**src/design/su8u16_pkg.sv**
```systemverilog
package su8u16_pkg;

	localparam logic [15:0] REPL_UNIT = 16'hFFFD;
	localparam logic [15:0] HI_SURR   = 16'hD800;
	localparam logic [15:0] LO_SURR   = 16'hDC00;
	localparam logic [20:0] SUPP_BASE = 21'h10000;

	localparam logic [7:0] BOUND_LO  = 8'h80;
	localparam logic [7:0] BOUND_HI  = 8'hBF;
	localparam logic [7:0] LEAD2_MIN = 8'hC2;
	localparam logic [7:0] LEAD2_MAX = 8'hDF;
	localparam logic [7:0] LEAD3_MIN = 8'hE0;
	localparam logic [7:0] LEAD3_MAX = 8'hEF;
	localparam logic [7:0] LEAD3_SUR = 8'hED;
	localparam logic [7:0] LEAD4_MIN = 8'hF0;
	localparam logic [7:0] LEAD4_MAX = 8'hF4;
	localparam logic [7:0] E0_LO     = 8'hA0;
	localparam logic [7:0] ED_HI     = 8'h9F;
	localparam logic [7:0] F0_LO     = 8'h90;
	localparam logic [7:0] F4_HI     = 8'h8F;

	// open-sequence state carried between bytes
	typedef struct packed {
		logic [1:0]  cont;
		logic [20:0] part;
		logic [7:0]  lo;
		logic [7:0]  hi;
	} dec_state_t;

	localparam dec_state_t ST_CLOSED = '{cont: 2'd0, part: 21'd0, lo: BOUND_LO, hi: BOUND_HI};

	// up to two code units caused by one byte
	typedef struct packed {
		logic [1:0]  n;
		logic [15:0] u0;
		logic        r0;
		logic [15:0] u1;
		logic        r1;
	} dec_result_t;

endpackage

```
**src/design/su8u16_dec.sv**
```systemverilog
module su8u16_dec (
	input  su8u16_pkg::dec_state_t  st,
	input  logic [7:0]              in_byte,
	input  logic                    final_byte,
	output su8u16_pkg::dec_state_t  nxt,
	output su8u16_pkg::dec_result_t res
);

	su8u16_pkg::dec_state_t f_st;
	logic        f_emit;
	logic [15:0] f_unit;
	logic        f_rep;
	logic        in_bounds;
	logic [20:0] acc;
	logic [19:0] off;

	// byte taken as the start of a new sequence
	always_comb begin
		f_st   = su8u16_pkg::ST_CLOSED;
		f_emit = 1'b0;
		f_unit = su8u16_pkg::REPL_UNIT;
		f_rep  = 1'b0;
		if (!in_byte[7]) begin
			f_emit = 1'b1;
			f_unit = {8'h00, in_byte};
		end else if (in_byte >= su8u16_pkg::LEAD2_MIN && in_byte <= su8u16_pkg::LEAD2_MAX) begin
			f_st.cont = 2'd1;
			f_st.part = {16'd0, in_byte[4:0]};
		end else if (in_byte >= su8u16_pkg::LEAD3_MIN && in_byte <= su8u16_pkg::LEAD3_MAX) begin
			f_st.cont = 2'd2;
			f_st.part = {17'd0, in_byte[3:0]};
			if (in_byte == su8u16_pkg::LEAD3_MIN) f_st.lo = su8u16_pkg::E0_LO;
			if (in_byte == su8u16_pkg::LEAD3_SUR) f_st.hi = su8u16_pkg::ED_HI;
		end else if (in_byte >= su8u16_pkg::LEAD4_MIN && in_byte <= su8u16_pkg::LEAD4_MAX) begin
			f_st.cont = 2'd3;
			f_st.part = {18'd0, in_byte[2:0]};
			if (in_byte == su8u16_pkg::LEAD4_MIN) f_st.lo = su8u16_pkg::F0_LO;
			if (in_byte == su8u16_pkg::LEAD4_MAX) f_st.hi = su8u16_pkg::F4_HI;
		end else begin
			f_emit = 1'b1;
			f_rep  = 1'b1;
		end
	end

	assign in_bounds = (in_byte >= st.lo) && (in_byte <= st.hi);
	assign acc       = {st.part[14:0], in_byte[5:0]};
	assign off       = 20'(acc - su8u16_pkg::SUPP_BASE);

	always_comb begin
		nxt    = st;
		res.n  = 2'd0;
		res.u0 = su8u16_pkg::REPL_UNIT;
		res.r0 = 1'b0;
		res.u1 = su8u16_pkg::REPL_UNIT;
		res.r1 = 1'b0;
		if (st.cont != 2'd0) begin
			if (in_bounds) begin
				if (st.cont == 2'd1) begin
					nxt = su8u16_pkg::ST_CLOSED;
					if (acc[20:16] == 5'd0) begin
						res.n  = 2'd1;
						res.u0 = acc[15:0];
					end else begin
						// supplementary scalar, surrogate pair
						res.n  = 2'd2;
						res.u0 = su8u16_pkg::HI_SURR | {6'd0, off[19:10]};
						res.u1 = su8u16_pkg::LO_SURR | {6'd0, off[9:0]};
					end
				end else begin
					nxt.cont = st.cont - 2'd1;
					nxt.part = acc;
					nxt.lo   = su8u16_pkg::BOUND_LO;
					nxt.hi   = su8u16_pkg::BOUND_HI;
				end
			end else begin
				// broken subpart, then the same byte as a fresh start
				res.n  = 2'd1;
				res.r0 = 1'b1;
				nxt    = f_st;
				if (f_emit) begin
					res.n  = 2'd2;
					res.u1 = f_unit;
					res.r1 = f_rep;
				end
			end
		end else begin
			nxt = f_st;
			if (f_emit) begin
				res.n  = 2'd1;
				res.u0 = f_unit;
				res.r0 = f_rep;
			end
		end
		if (final_byte) begin
			// cut-off sequence at the end of the string
			if (nxt.cont != 2'd0 && res.n != 2'd2) begin
				if (res.n == 2'd0) begin
					res.u0 = su8u16_pkg::REPL_UNIT;
					res.r0 = 1'b1;
				end else begin
					res.u1 = su8u16_pkg::REPL_UNIT;
					res.r1 = 1'b1;
				end
				res.n = res.n + 2'd1;
			end
			nxt = su8u16_pkg::ST_CLOSED;
		end
	end

endmodule

```
**src/design/strict_utf8_to_utf16_decoder_top.sv**
```systemverilog
// channel   direction  handshake                 payload
// byte      in         byte_valid / byte_ready   in_byte, final_byte
// unit      out        unit_valid / unit_ready   code_unit, is_replacement, run_end, string_end
//
// a byte is registered, decoded against the sequence state, and its 0..2 units land
// in a two-slot result register; units leave one per cycle while unit_ready is high
// a byte giving a pair holds back the next byte until both its units leave,
// set by the single unit output port draining the result register
// a byte giving no unit (lead or middle continuation) passes with no beat
// arst_n clears the valid flags and the sequence state to no open sequence
// a stalled unit channel holds the result register, then the input register, then byte_ready
module strict_utf8_to_utf16_decoder_top (
	input  logic        clk,
	input  logic        arst_n,
	input  logic        byte_valid,
	output logic        byte_ready,
	input  logic [7:0]  in_byte,
	input  logic        final_byte,
	output logic        unit_valid,
	input  logic        unit_ready,
	output logic [15:0] code_unit,
	output logic        is_replacement,
	output logic        run_end,
	output logic        string_end
);

	// input register
	logic        valid_s1;
	logic [7:0]  byte_s1;
	logic        fin_s1;

	// sequence state
	su8u16_pkg::dec_state_t st_q;
	su8u16_pkg::dec_state_t st_nxt;
	su8u16_pkg::dec_result_t res;

	// result register: count of units and which one is on the port
	logic [1:0]  n_s2;
	logic        pos_s2;
	logic [15:0] u0_s2;
	logic [15:0] u1_s2;
	logic        r0_s2;
	logic        r1_s2;
	logic        fin_s2;

	logic        last_unit;
	logic        s2_free;
	logic        adv;

	assign unit_valid = (n_s2 != 2'd0);
	assign last_unit  = (n_s2 == 2'd1) || pos_s2;
	// result register empties this cycle or already is empty
	assign s2_free    = !unit_valid || (unit_ready && last_unit);
	assign adv        = valid_s1 && s2_free;
	assign byte_ready = !valid_s1 || s2_free;

	su8u16_dec u_dec (
		.st         (st_q),
		.in_byte    (byte_s1),
		.final_byte (fin_s1),
		.nxt        (st_nxt),
		.res        (res)
	);

	always_ff @(posedge clk or negedge arst_n) begin
		if (!arst_n) begin
			valid_s1 <= 1'b0;
		end else if (byte_ready) begin
			valid_s1 <= byte_valid;
		end
	end

	always_ff @(posedge clk) begin
		if (byte_valid && byte_ready) begin
			byte_s1 <= in_byte;
			fin_s1  <= final_byte;
		end
	end

	// state moves only when the registered byte is decoded
	always_ff @(posedge clk or negedge arst_n) begin
		if (!arst_n) begin
			st_q <= su8u16_pkg::ST_CLOSED;
		end else if (adv) begin
			st_q <= st_nxt;
		end
	end

	always_ff @(posedge clk or negedge arst_n) begin
		if (!arst_n) begin
			n_s2   <= 2'd0;
			pos_s2 <= 1'b0;
		end else if (adv) begin
			n_s2   <= res.n;
			pos_s2 <= 1'b0;
		end else if (unit_valid && unit_ready) begin
			if (last_unit) begin
				n_s2   <= 2'd0;
				pos_s2 <= 1'b0;
			end else begin
				pos_s2 <= 1'b1;
			end
		end
	end

	always_ff @(posedge clk) begin
		if (adv) begin
			u0_s2  <= res.u0;
			u1_s2  <= res.u1;
			r0_s2  <= res.r0;
			r1_s2  <= res.r1;
			fin_s2 <= fin_s1;
		end
	end

	assign code_unit      = pos_s2 ? u1_s2 : u0_s2;
	assign is_replacement = pos_s2 ? r1_s2 : r0_s2;
	assign run_end        = last_unit;
	assign string_end     = last_unit && fin_s2;

endmodule

```
**config.mk**
```make
export PLATFORM = sky130hd
export DESIGN_NAME = strict_utf8_to_utf16_decoder_top
export DESIGN_NICKNAME = d
export VERILOG_FILES = /design/src/design/su8u16_pkg.sv /design/src/design/su8u16_dec.sv /design/src/design/strict_utf8_to_utf16_decoder_top.sv
export SDC_FILE = /design/constraint.sdc
export NUM_CORES = 1
export LEC_CHECK = 0
export BUFFER_PORTS_ARGS = -buffer_cell sky130_fd_sc_hd__buf_4
export CORE_ASPECT_RATIO = 0.9
export CORE_MARGIN = 4
export CORE_UTILIZATION = 40
export CTS_CLUSTER_DIAMETER = 60
export CTS_CLUSTER_SIZE = 10
export DETAILED_ROUTE_END_ITERATION = 10
export PLACE_DENSITY = 0.64
export SLEW_MARGIN = 0
export SYNTH_ARGS = -nofsm -noshare
export SYNTH_HDL_FRONTEND = slang
export SYNTH_SLANG_ARGS = --single-unit
```
**constraint.sdc**
```tcl
create_clock -name clk -period 3.1 [get_ports clk]
set_input_delay 0.62 -clock clk [delete_from_list [all_inputs] [get_ports clk]]
set_output_delay 0.62 -clock clk [all_outputs]
set_load 0.03 [all_outputs]
```
==> flow_metrics.py, run 1 <==
metrics = {
    "yosys": {
        "ys_seq_area_share_pct": 55.50,
        "yosys.area.top_type": "edfxtp_1",
        "avgSynthCellArea_um2": 10.99,
        "synth_top_area_share_pct": 36.45,
        "synth_ff_type": "edfxtp_1",
        "synth_nets": 322,
        "synthCells": 300,
        "yosys-top-cells-area": "edfxtp_1, dfrtp_1, nand2_1, mux2_2, ha_1",
        "synth-edff-count": 40,
        "yosys_warnings": 0,
        "async_reset_ff_share_pct": 38.46,
        "ys_seq_elements": 65,
        "synth_area_mm2": 0.003296,
        "ys_types": 54,
    },
    "worst_setup_path": {
        "crit_buf_inv": 1,
        "critPathMaxFanout": 7,
        "start_kind": "flop",
        "cp.required_ns": 3.16,
        "regToRegSetupSlack_ns": 0.20,
        "reg2regPathDepth": 9,
        "critPathMostFrequentCell": "ha_1",
        "crit_slowest_cell": "edfxtp_1",
        "path_class": "flop to flop",
        "critPathCaptureType": "flop",
        "path_cells": "ha_1 > nor2b_1 > a311oi_2 > nor4_1 > o2bb2ai_1 > ha_1 > inv_1 > a31oi_2 > nand3_1",
        "crit_family": "compound AO/OA/AOI/OAI gates",
        "r2r_end": "u1_s2[4]",
        "cpPeakStageDelay_ns": 0.48,
        "reg2reg_from": "byte_s1[5]",
        "arrival_ns": 2.96,
    },
    "finish": {
        "diodes": 0,
        "drive_gt1_share_pct": 23.48,
        "fin_nets": 362,
        "area_growth_pct": 17.05,
        "stdcell_area_mm2": 0.003857,
    },
    "sta": {
        "worst_pin_slew_ns": 0.7722,
        "fin_ws_ns": 0.2010,
        "setup_viol": 0,
        "post-route-period-util_pct": 93.52,
        "finalHoldViolations": 0,
        "holdWs_ns": 0.1692,
        "slew_headroom_pct": 48.05,
        "tns_ns": 0,
        "drv_slew": 0,
        "fmax_ghz": 0.3449,
        "grt_setup_unrepaired": "false",
        "timing.final.crit_period_ns": 2.899,
        "finClkSkew_ns": 0.01054,
    },
    "die": {
        "coreArea_mm2": 0.008029,
        "start_util_pct": 41.05,
        "fp.dieH_um": 94.11,
        "die_area_mm2": 0.009757,
        "dieWidth_um": 103.7,
        "ios": 34,
        "fp-row-count": 31,
    },
    "cts": {
        "numCtsBuffers": 9,
        "postCtsHoldBufs": 0,
        "clock_path_buffers": 2,
        "clkSlewWorstSetupHoldPaths_ns": 0.07,
        "clk_latency_ns": 0.35,
        "cts-resized-gates": 0,
        "ctsHtreeMaxLevel": 3,
        "cts_tree": "built",
        "post-cts-setup-buffer-count": 0,
        "clock-sinks": 65,
        "root_buffer": "clkbuf_8",
    },
    "place": {
        "hpwl_um": 5529,
        "port_buffers": 33,
        "place.gp.congestion": 0.9209,
        "postPlaceCellArea_mm2": 0.003694,
        "place_ws_ns": 0.2590,
    },
    "global_route": {
        "grtUsageMet1_pct": 21.02,
        "grt-ovfl-total": 0,
        "grtUsageTotal_pct": 16.53,
        "grt_max_degree": 35,
        "grt_first_pass_wirelength_um": 12490,
        "top_usage_layer": "met2",
        "met2_usage_pct": 26.58,
        "antenna_found_initial": 0,
        "grt_pass1_vias": 2432,
        "gr-usage-met3_pct": 4.880,
    },
    "route": {
        "vias": 2488,
        "first_iter_violations": 161,
        "postRouteAntennaNets": 0,
        "drcViolationCount": 0,
        "vias_per_cell": 5.604,
        "wl_per_cell_um": 16.85,
        "first_pass_iters": 4,
        "routed_wl_um": 7482,
    },
    "pwr": {
        "ir_worst_vdd_mv": 0.4174,
        "power_density_mw_per_mm2": 875.9,
        "p_leak_nw": 1.520,
    },
    "hold_path": {
        "hold_path.class": "input port to asynchronous set/reset pin",
    },
    "run": {
        "maxCapViolCount": 0,
    },
    "outcome": {
        "status": "complete, no violations",
    },
}
## power by group
part           total [mW]  leakage, nW  internal (mW)  switching, mW
combinational        1.46        0.760          0.530          0.933
sequential           1.32        0.682           1.20          0.117
clock               0.599       0.0770          0.287          0.312
total                3.38         1.52           2.02           1.36
## sequential cells by signal, indices dropped and copies added (netlist names)
signal and flops:
fin_s2 1, fin_s1 1, u0_s2 16, pos_s2 1
r0_s2 1, st_q 21, r1_s2 1, byte_s1 8
n_s2 2, valid_s1 1, u1_s2 12
## layer usage
layer / vias to the layer above / share of wire [%]
met5: - / 0
met2: 101 / 46
met1: 1177 / 43
li1: 1193 / -
met4: 0 / 2.4
met3: 17 / 8.0
## synth_stat cells (2+ instances only)
cell type / n
nor3_1: 5
nand3_1: 11
and2_1: 5
xnor2_1: 3
nor4_1: 3
buf_2: 4
nor2_1: 10
a21o_1: 2
edfxtp_1: 40
a211oi_1: 4
mux2_2: 12
nand3b_1: 2
inv_1: 22
a32o_1: 3
o22ai_1: 9
o21ai_1: 6
a22o_1: 11
or3_1: 4
o21ai_0: 19
dfstp_2: 2
ha_1: 9
nor4_2: 2
clkbuf_1: 6
dfrtp_1: 23
nand2_1: 37
a31oi_1: 2
nand4_1: 2
o31ai_1: 2
nand2b_1: 4
a21oi_1: 9
or2_2: 2
buf_1: 3
## final cells by class
type | count | area [µm²]
Timing Repair Buffer | 42 | 327.8
Clock buffer | 11 | 131.4
Multi-Input combinational cell | 200 | 1330
Tap cell | 99 | 123.9
Clock inverter | 5 | 32.53
Sequential cell | 65 | 1829
Inverter | 22 | 82.58
Fill cell | 763 | 4172
## per-stage QoR
| step | utilization, % | instances | total power, mW |
|---|---|---|---|
| 2_1_floorplan | - | 300 | 2.275 |
| 4_1_cts | 48.04 | 444 | 3.415 |
| 3_3_place_gp | 46.00 | 428 | 2.784 |
| 5_1_grt | 48.04 | 444 | 3.607 |
| 3_5_place_dp | 46.00 | 428 | 2.800 |
| 6_report | 48.04 | 444 | 3.379 |
## how the worst max path moves through the flow
stage	start	to	slack, ns	cells after the start
after global routing	byte_s1[5]	u1_s2[4]	0.04	9
final	byte_s1[5]	u1_s2[4]	0.20	9
after global placement	byte_s1[5]	u1_s2[4]	0.33	9
after CTS	byte_s1[5]	u1_s2[4]	0.23	9
after floorplan	st_q[5]	u1_s2[0]	0.44	10
after detailed placement	byte_s1[5]	u1_s2[4]	0.26	9
## cell usage in the layout, fill, tap and decap left out, types with 3 or more instances in the layout
cell type,instances
nor3_1,5
a21oi_1,9
o22ai_1,9
mux2_2,12
buf_4,41
nand2_1,37
or3_1,4
dfrtp_1,23
xnor2_1,3
nand2b_1,4
o21ai_0,19
clkbuf_8,9
and2_1,5
o21ai_1,6
edfxtp_1,40
a211oi_1,4
a32o_1,3
nor2_1,10
ha_1,9
nand3_1,11
a22o_1,11
nor4_1,3
inv_1,22
## logic make-up after synthesis
kind of cell	Yosys count	share of synthesized area [%]
AOI/OAI and AO/OA	78	16.17
adders and majority gates	9	3.417
DFF	65	55.50
buffers and inverters	35	4.138
and+or+nand+nor	98	15.87
muxes	12	4.100
xor gates and xnor gates	3	0.7974
Note: power is estimated with default switching activity, not from simulation.
==> run 2, diff against run 1 <==
- CORE_UTILIZATION: 40 -> 59
- PLACE_DENSITY: 0.64 -> 0.86
==> run 2 against run 1 <==
  * Cell count down 7.2%
  * Via count rose by 4.1%
  * Global-route usage grew 7.2 points
  * Count of clock-buffer cells in the layout shrank 2
  * Routed wire length shrank 1.6%
  * Critical endpoint is now u1_s2[0]
  * Largest power group unchanged
==> flow_metrics.py, run 2 (synthesized netlist as in run 1, its figures left out) <==
metrics = {
    "outcome": {
        "status": "complete, no violations",
    },
    "finish": {
        "fin_nets": 362,
        "reg_top3": "st_q: 21 flops, u0_s2: 16 flops, u1_s2: 12 flops",
        "top_register": "st_q",
        "mostFrequentLayoutCells": "buf_4, edfxtp_1, nand2_1",
        "area_growth_pct": 16.48,
        "drive_gt1_share_pct": 24.06,
        "multi_input_area_mm2": 0.001330,
        "final_common_cell": "buf_4",
        "largest_reg_flops": 21,
        "nFillCells": 378,
        "diodes": 0,
        "seq_area_mm2": 0.001829,
    },
    "pwr": {
        "power_density_mw_per_mm2": 899.5,
        "comb_power_share_pct": 42.0,
        "power.switching_mw": 1.365,
        "swShare_pct": 39.53,
        "p_clk_share_pct": 19.7,
        "internal_power_mw": 2.088,
        "p_seq_share_pct": 38.3,
        "ir_worst_vdd_mv": 0.6538,
        "p_leak_nw": 1.539,
    },
    "die": {
        "fp.dieH_um": 78.91,
        "coreArea_mm2": 0.005318,
        "die_area_mm2": 0.006847,
        "fp-row-count": 25,
        "ios": 34,
        "dieWidth_um": 86.78,
        "start_util_pct": 61.98,
    },
    "worst_setup_path": {
        "arrival_ns": 2.99,
        "cp.required_ns": 3.19,
        "path_class": "flop to flop",
        "cpPeakStageDelay_ns": 0.51,
        "start_kind": "flop",
        "r2r_end": "u1_s2[0]",
        "critPathMaxFanout": 6,
        "critPathMostFrequentCell": "ha_1",
        "critPathCaptureType": "flop",
        "crit_slowest_cell": "edfxtp_1",
        "path_cells": "ha_1 > nor2b_1 > a311oi_2 > nor4_1 > o2bb2ai_1 > ha_1 > inv_1 > a31o_1 > or3_1",
        "reg2reg_from": "byte_s1[5]",
        "regToRegSetupSlack_ns": 0.20,
        "reg2regPathDepth": 9,
    },
    "route": {
        "drcViolationCount": 0,
        "first_pass_iters": 6,
        "postRouteAntennaNets": 0,
        "routed_wl_um": 7364,
        "vias": 2589,
        "wl_per_cell_um": 17.87,
        "first_iter_violations": 313,
        "vias_per_cell": 6.284,
    },
    "place": {
        "place.gp.congestion": 0.9957,
        "port_buffers": 33,
        "hpwl_um": 5263,
    },
    "cts": {
        "clock_path_buffers": 2,
        "post-cts-setup-buffer-count": 0,
        "root_buffer": "clkbuf_8",
        "cts-resized-gates": 0,
        "clock-sinks": 65,
        "numCtsBuffers": 9,
        "clkSlewWorstSetupHoldPaths_ns": 0.07,
        "cts_tree": "built",
        "clk_latency_ns": 0.35,
        "postCtsHoldBufs": 0,
        "ctsHtreeMaxLevel": 3,
    },
    "global_route": {
        "grt_pass1_vias": 2496,
        "grt-ovfl-total": 0,
        "antenna_found_initial": 0,
        "grt_max_degree": 28,
        "grt_first_pass_wirelength_um": 12230,
        "grtUsageTotal_pct": 23.71,
    },
    "sta": {
        "finClkSkew_ns": 0.006466,
        "tns_ns": 0,
        "setup_viol": 0,
        "post-route-period-util_pct": 93.50,
        "holdWs_ns": 0.1636,
        "grt_setup_unrepaired": "false",
        "finalHoldViolations": 0,
        "fmax_ghz": 0.3450,
        "worst_pin_slew_ns": 0.6124,
        "timing.final.crit_period_ns": 2.899,
        "drv_slew": 0,
        "slew_headroom_pct": 58.80,
    },
    "hold_path": {
        "hold_path.class": "input port to asynchronous set/reset pin",
    },
    "run": {
        "maxCapViolCount": 0,
    },
}
[run 2: layer usage]
layer | global-route usage [%] | vias up | share of wire, %
met2 | 36.95 | 148 | 47
met4 | 12.77 | 0 | 3.3
met1 | 30.63 | 1218 | 40
met5 | 0 | - | 0
met3 | 5.394 | 28 | 9.3
li1 | - | 1195 | -
[run 2: worst max-delay path: cells and delay by family (launching register included)]
family | cells | cell delay, ns
AO/OA/AOI/OAI | 3 | 0.85
AND/OR/NAND/NOR | 3 | 0.61
adder cells (fa/ha/maj) | 2 | 0.60
flip-flops | 1 | 0.51
buffers and inverters | 1 | 0.08
[run 2: final cells by class]
type / instances / share of cell area [%]
clock buffer: 9 / 3.227
inverter: 22 / 2.151
clock inverter: 7 / 1.597
tap: 67 / 2.184
sequential: 65 / 47.65
timing repair buffer: 42 / 8.540
multi-input combinational: 200 / 34.65
[run 2: worst max-delay path by stage]
stage	from	to	slack, ns	depth (start not counted)
finish	byte_s1[5]	u1_s2[0]	0.20	9
floorplan	st_q[5]	u1_s2[0]	0.44	10
global route	byte_s1[5]	u1_s2[0]	0.06	9
CTS	byte_s1[5]	u1_s2[0]	0.24	9
global placement	byte_s1[5]	u1_s2[2]	0.36	9
detailed placement	byte_s1[5]	u1_s2[0]	0.26	9
[run 2: stage by stage]
stage | utilization, % | instances | setup WS, ns | power, mW | cell area (µm²)
2_1_floorplan | - | 300 | 0.4443 | 2.275 | 3296
3_3_place_gp | 68.71 | 396 | 0.3564 | 2.744 | 3654
3_5_place_dp | 68.71 | 396 | 0.2645 | 2.774 | 3654
4_1_cts | 72.19 | 412 | 0.2362 | 3.459 | 3839
5_1_grt | 72.19 | 412 | 0.05582 | 3.645 | 3839
6_report | 72.19 | 412 | 0.2015 | 3.453 | 3839
[run 2: power by group through the flow]
stage	logic [mW]	clock network [mW]	registers, mW
after floorplan	0.987	0	1.29
after global placement	1.42	0	1.32
after detailed placement	1.44	0	1.34
after CTS	1.45	0.690	1.32
after global routing	1.56	0.741	1.34
final	1.45	0.681	1.32
==> run 3, diff against run 2 <==
- SETUP_SLACK_MARGIN: default -> 0.5
==> run 3 against run 2 <==
  * Routed wire length grew 23%
  * Design area grew 9.6%
  * Flip-flop and latch count is the same
  * Critical path depth shrank 2
  * Highest routed layer unchanged
  * First-iteration DRC count grew 100%
  * Combinational power grew 20%
  * Die area is the same
  * Via count grew 13%
  * Fmax grew 7.1%
  * Hold slack is essentially flat
  * Power grew 8.1%
  * Utilization grew 6.9 points
==> flow_metrics.py, run 3 (synthesized netlist as in run 1, its figures left out) <==
metrics = {
    "route": {
        "wl_per_cell_um": 20.70,
        "vias_per_cell": 6.684,
        "first_pass_iters": 9,
        "postRouteAntennaNets": 0,
        "drcViolationCount": 0,
        "vias": 2921,
        "first_iter_violations": 641,
        "routed_wl_um": 9048,
    },
    "cts": {
        "clkSlewWorstSetupHoldPaths_ns": 0.07,
        "numCtsBuffers": 9,
        "ctsHtreeMaxLevel": 3,
        "cts_tree": "built",
        "clock_path_buffers": 2,
        "root_buffer": "clkbuf_8",
        "clock-sinks": 65,
        "clk_latency_ns": 0.35,
    },
    "sta": {
        "worst_pin_slew_ns": 0.6334,
        "fin_ws_ns": 0.3932,
        "tns_ns": 0,
        "timing.final.crit_period_ns": 2.707,
        "slew_headroom_pct": 57.38,
        "setup_viol": 0,
        "post-route-period-util_pct": 87.32,
        "fmax_ghz": 0.3694,
        "finalHoldViolations": 0,
        "finClkSkew_ns": 0.009179,
        "grt_setup_unrepaired": "true",
        "drv_slew": 0,
    },
    "worst_setup_path": {
        "critPathMostFrequentCell": "nor4_4",
        "arrival_ns": 2.79,
        "cp.required_ns": 3.18,
        "cpPeakStageDelay_ns": 0.53,
        "critPathCaptureType": "flop",
        "path_cells": "nor4_4 > a311oi_4 > buf_4 > nor4_4 > a31oi_2 > o22ai_1 > nand2_1",
        "crit_buf_inv": 1,
        "crit_family": "simple AND/OR/NAND/NOR gates",
        "crit_slowest_cell": "edfxtp_1",
        "start_kind": "flop",
        "critPathMaxFanout": 8,
        "path_class": "flop to flop",
    },
    "run": {
        "maxCapViolCount": 0,
    },
    "die": {
        "dieWidth_um": 86.78,
        "start_util_pct": 61.98,
        "fp-row-count": 25,
        "fp.dieH_um": 78.91,
        "die_area_mm2": 0.006847,
        "coreArea_mm2": 0.005318,
        "ios": 34,
    },
    "place": {
        "hpwl_um": 5292,
        "port_buffers": 33,
        "place.gp.congestion": 0.9755,
        "place_ws_ns": 0.2623,
        "placed_cells": 396,
    },
    "finish": {
        "area_growth_pct": 27.68,
        "diodes": 0,
        "largest_reg_flops": 21,
        "final_common_cell": "buf_4",
        "nFillCells": 323,
        "final_cells": 437,
        "mostFrequentLayoutCells": "buf_4, edfxtp_1, nand2_1",
        "layout.core_utilization_pct": 79.13,
        "top_register": "st_q",
        "drive_gt1_share_pct": 34.05,
        "fin_nets": 387,
        "reg_top3": "st_q: 21 flops, u0_s2: 16 flops, u1_s2: 12 flops",
    },
    "global_route": {
        "grtUsageTotal_pct": 24.09,
        "grt-ovfl-total": 0,
        "grt_pass1_vias": 2577,
        "grt_max_degree": 32,
        "grt_first_pass_wirelength_um": 12510,
        "antenna_found_initial": 0,
    },
    "pwr": {
        "internal_power_mw": 2.219,
        "power.switching_mw": 1.514,
        "comb_power_share_pct": 46.7,
        "p_leak_nw": 1.679,
        "swShare_pct": 40.55,
        "power_density_mw_per_mm2": 887.2,
        "ir_worst_vdd_mv": 0.6142,
        "p_seq_share_pct": 35.4,
        "p_clk_share_pct": 17.9,
    },
    "hold_path": {
        "hold_path.class": "input port to asynchronous set/reset pin",
    },
    "outcome": {
        "status": "complete, no violations",
    },
}
[run 3: cell count changes in the layout (fill, tap and decap cells not counted), sizes merged]
cell,previous run,this run
buf,42,67
clkinv,5,3
clkbuf,9,13
clkinvlp,1,0
bufinv,1,0
[run 3: layer usage]
metal  vias to the layer above  wire length [µm]  GRT usage [%]
met4                         0               484          11.06
met3                        66              1040          5.809
met1                      1375              3268          31.19
met2                       234              4255          38.24
li1                       1246                 -              -
met5                         -                 0              0
[run 3: cell type report]
type                       instances  area [µm²]  share of cell area (%)
clock buffer                      13       170.2                   4.044
clock inverter                     3       15.01                  0.3568
inverter                          22       82.58                   1.963
multi-input combinational        200        1495                   35.53
sequential                        65        1829                   43.47
tap                               67       83.83                   1.992
timing repair buffer              67       531.8                   12.64
[run 3: through the flow]
stage	hold WS [ns]	area (µm²)	total power [mW]
3_5_place_dp	0.4790	3675	2.781
2_1_floorplan	0.3244	3317	2.283
4_1_cts	0.1692	3979	3.508
5_1_grt	0.1835	4208	3.898
6_report	0.1640	4208	3.733
3_3_place_gp	0.4730	3675	2.734
[run 3: what timing repair did]
action | in CTS | in global routing
endpoints found under the setup margin | 18 | 33
hold buffers | 0 | 0
buffers inserted | 9 | 16
pin swaps | 3 | 14
resized for setup | 7 | 16
[run 3: final timing paths]
path                            start  endpoint  slack [ns]  depth (start not counted)
max                        byte_s1[1]  u0_s2[3]        0.39                          7
min in group clk           final_byte    fin_s1        0.45                          1
min                            arst_n  valid_s1        0.16                          1
min reg2reg                   st_q[5]   st_q[5]        0.51                          2
max in group asynchronous      arst_n   st_q[4]        2.64                          1
max reg2reg                byte_s1[1]  u0_s2[3]        0.39                          7
[run 3: power groups by stage]
| stage | sequential (mW) | combinational (mW) | clock [mW] |
|---|---|---|---|
| floorplan | 1.29 | 0.995 | 0 |
| global placement | 1.32 | 1.41 | 0 |
| detailed placement | 1.33 | 1.45 | 0 |
| CTS | 1.32 | 1.52 | 0.676 |
| global route | 1.34 | 1.84 | 0.719 |
| finish | 1.32 | 1.74 | 0.670 |
[run 3: worst reg2reg max path: stages, from the launching register on]
cell and delay, ns:
edfxtp_1 0.53, nor4_4 0.39, a311oi_4 0.18, buf_4 0.18, nor4_4 0.43, a31oi_2 0.26
o22ai_1 0.33, nand2_1 0.15
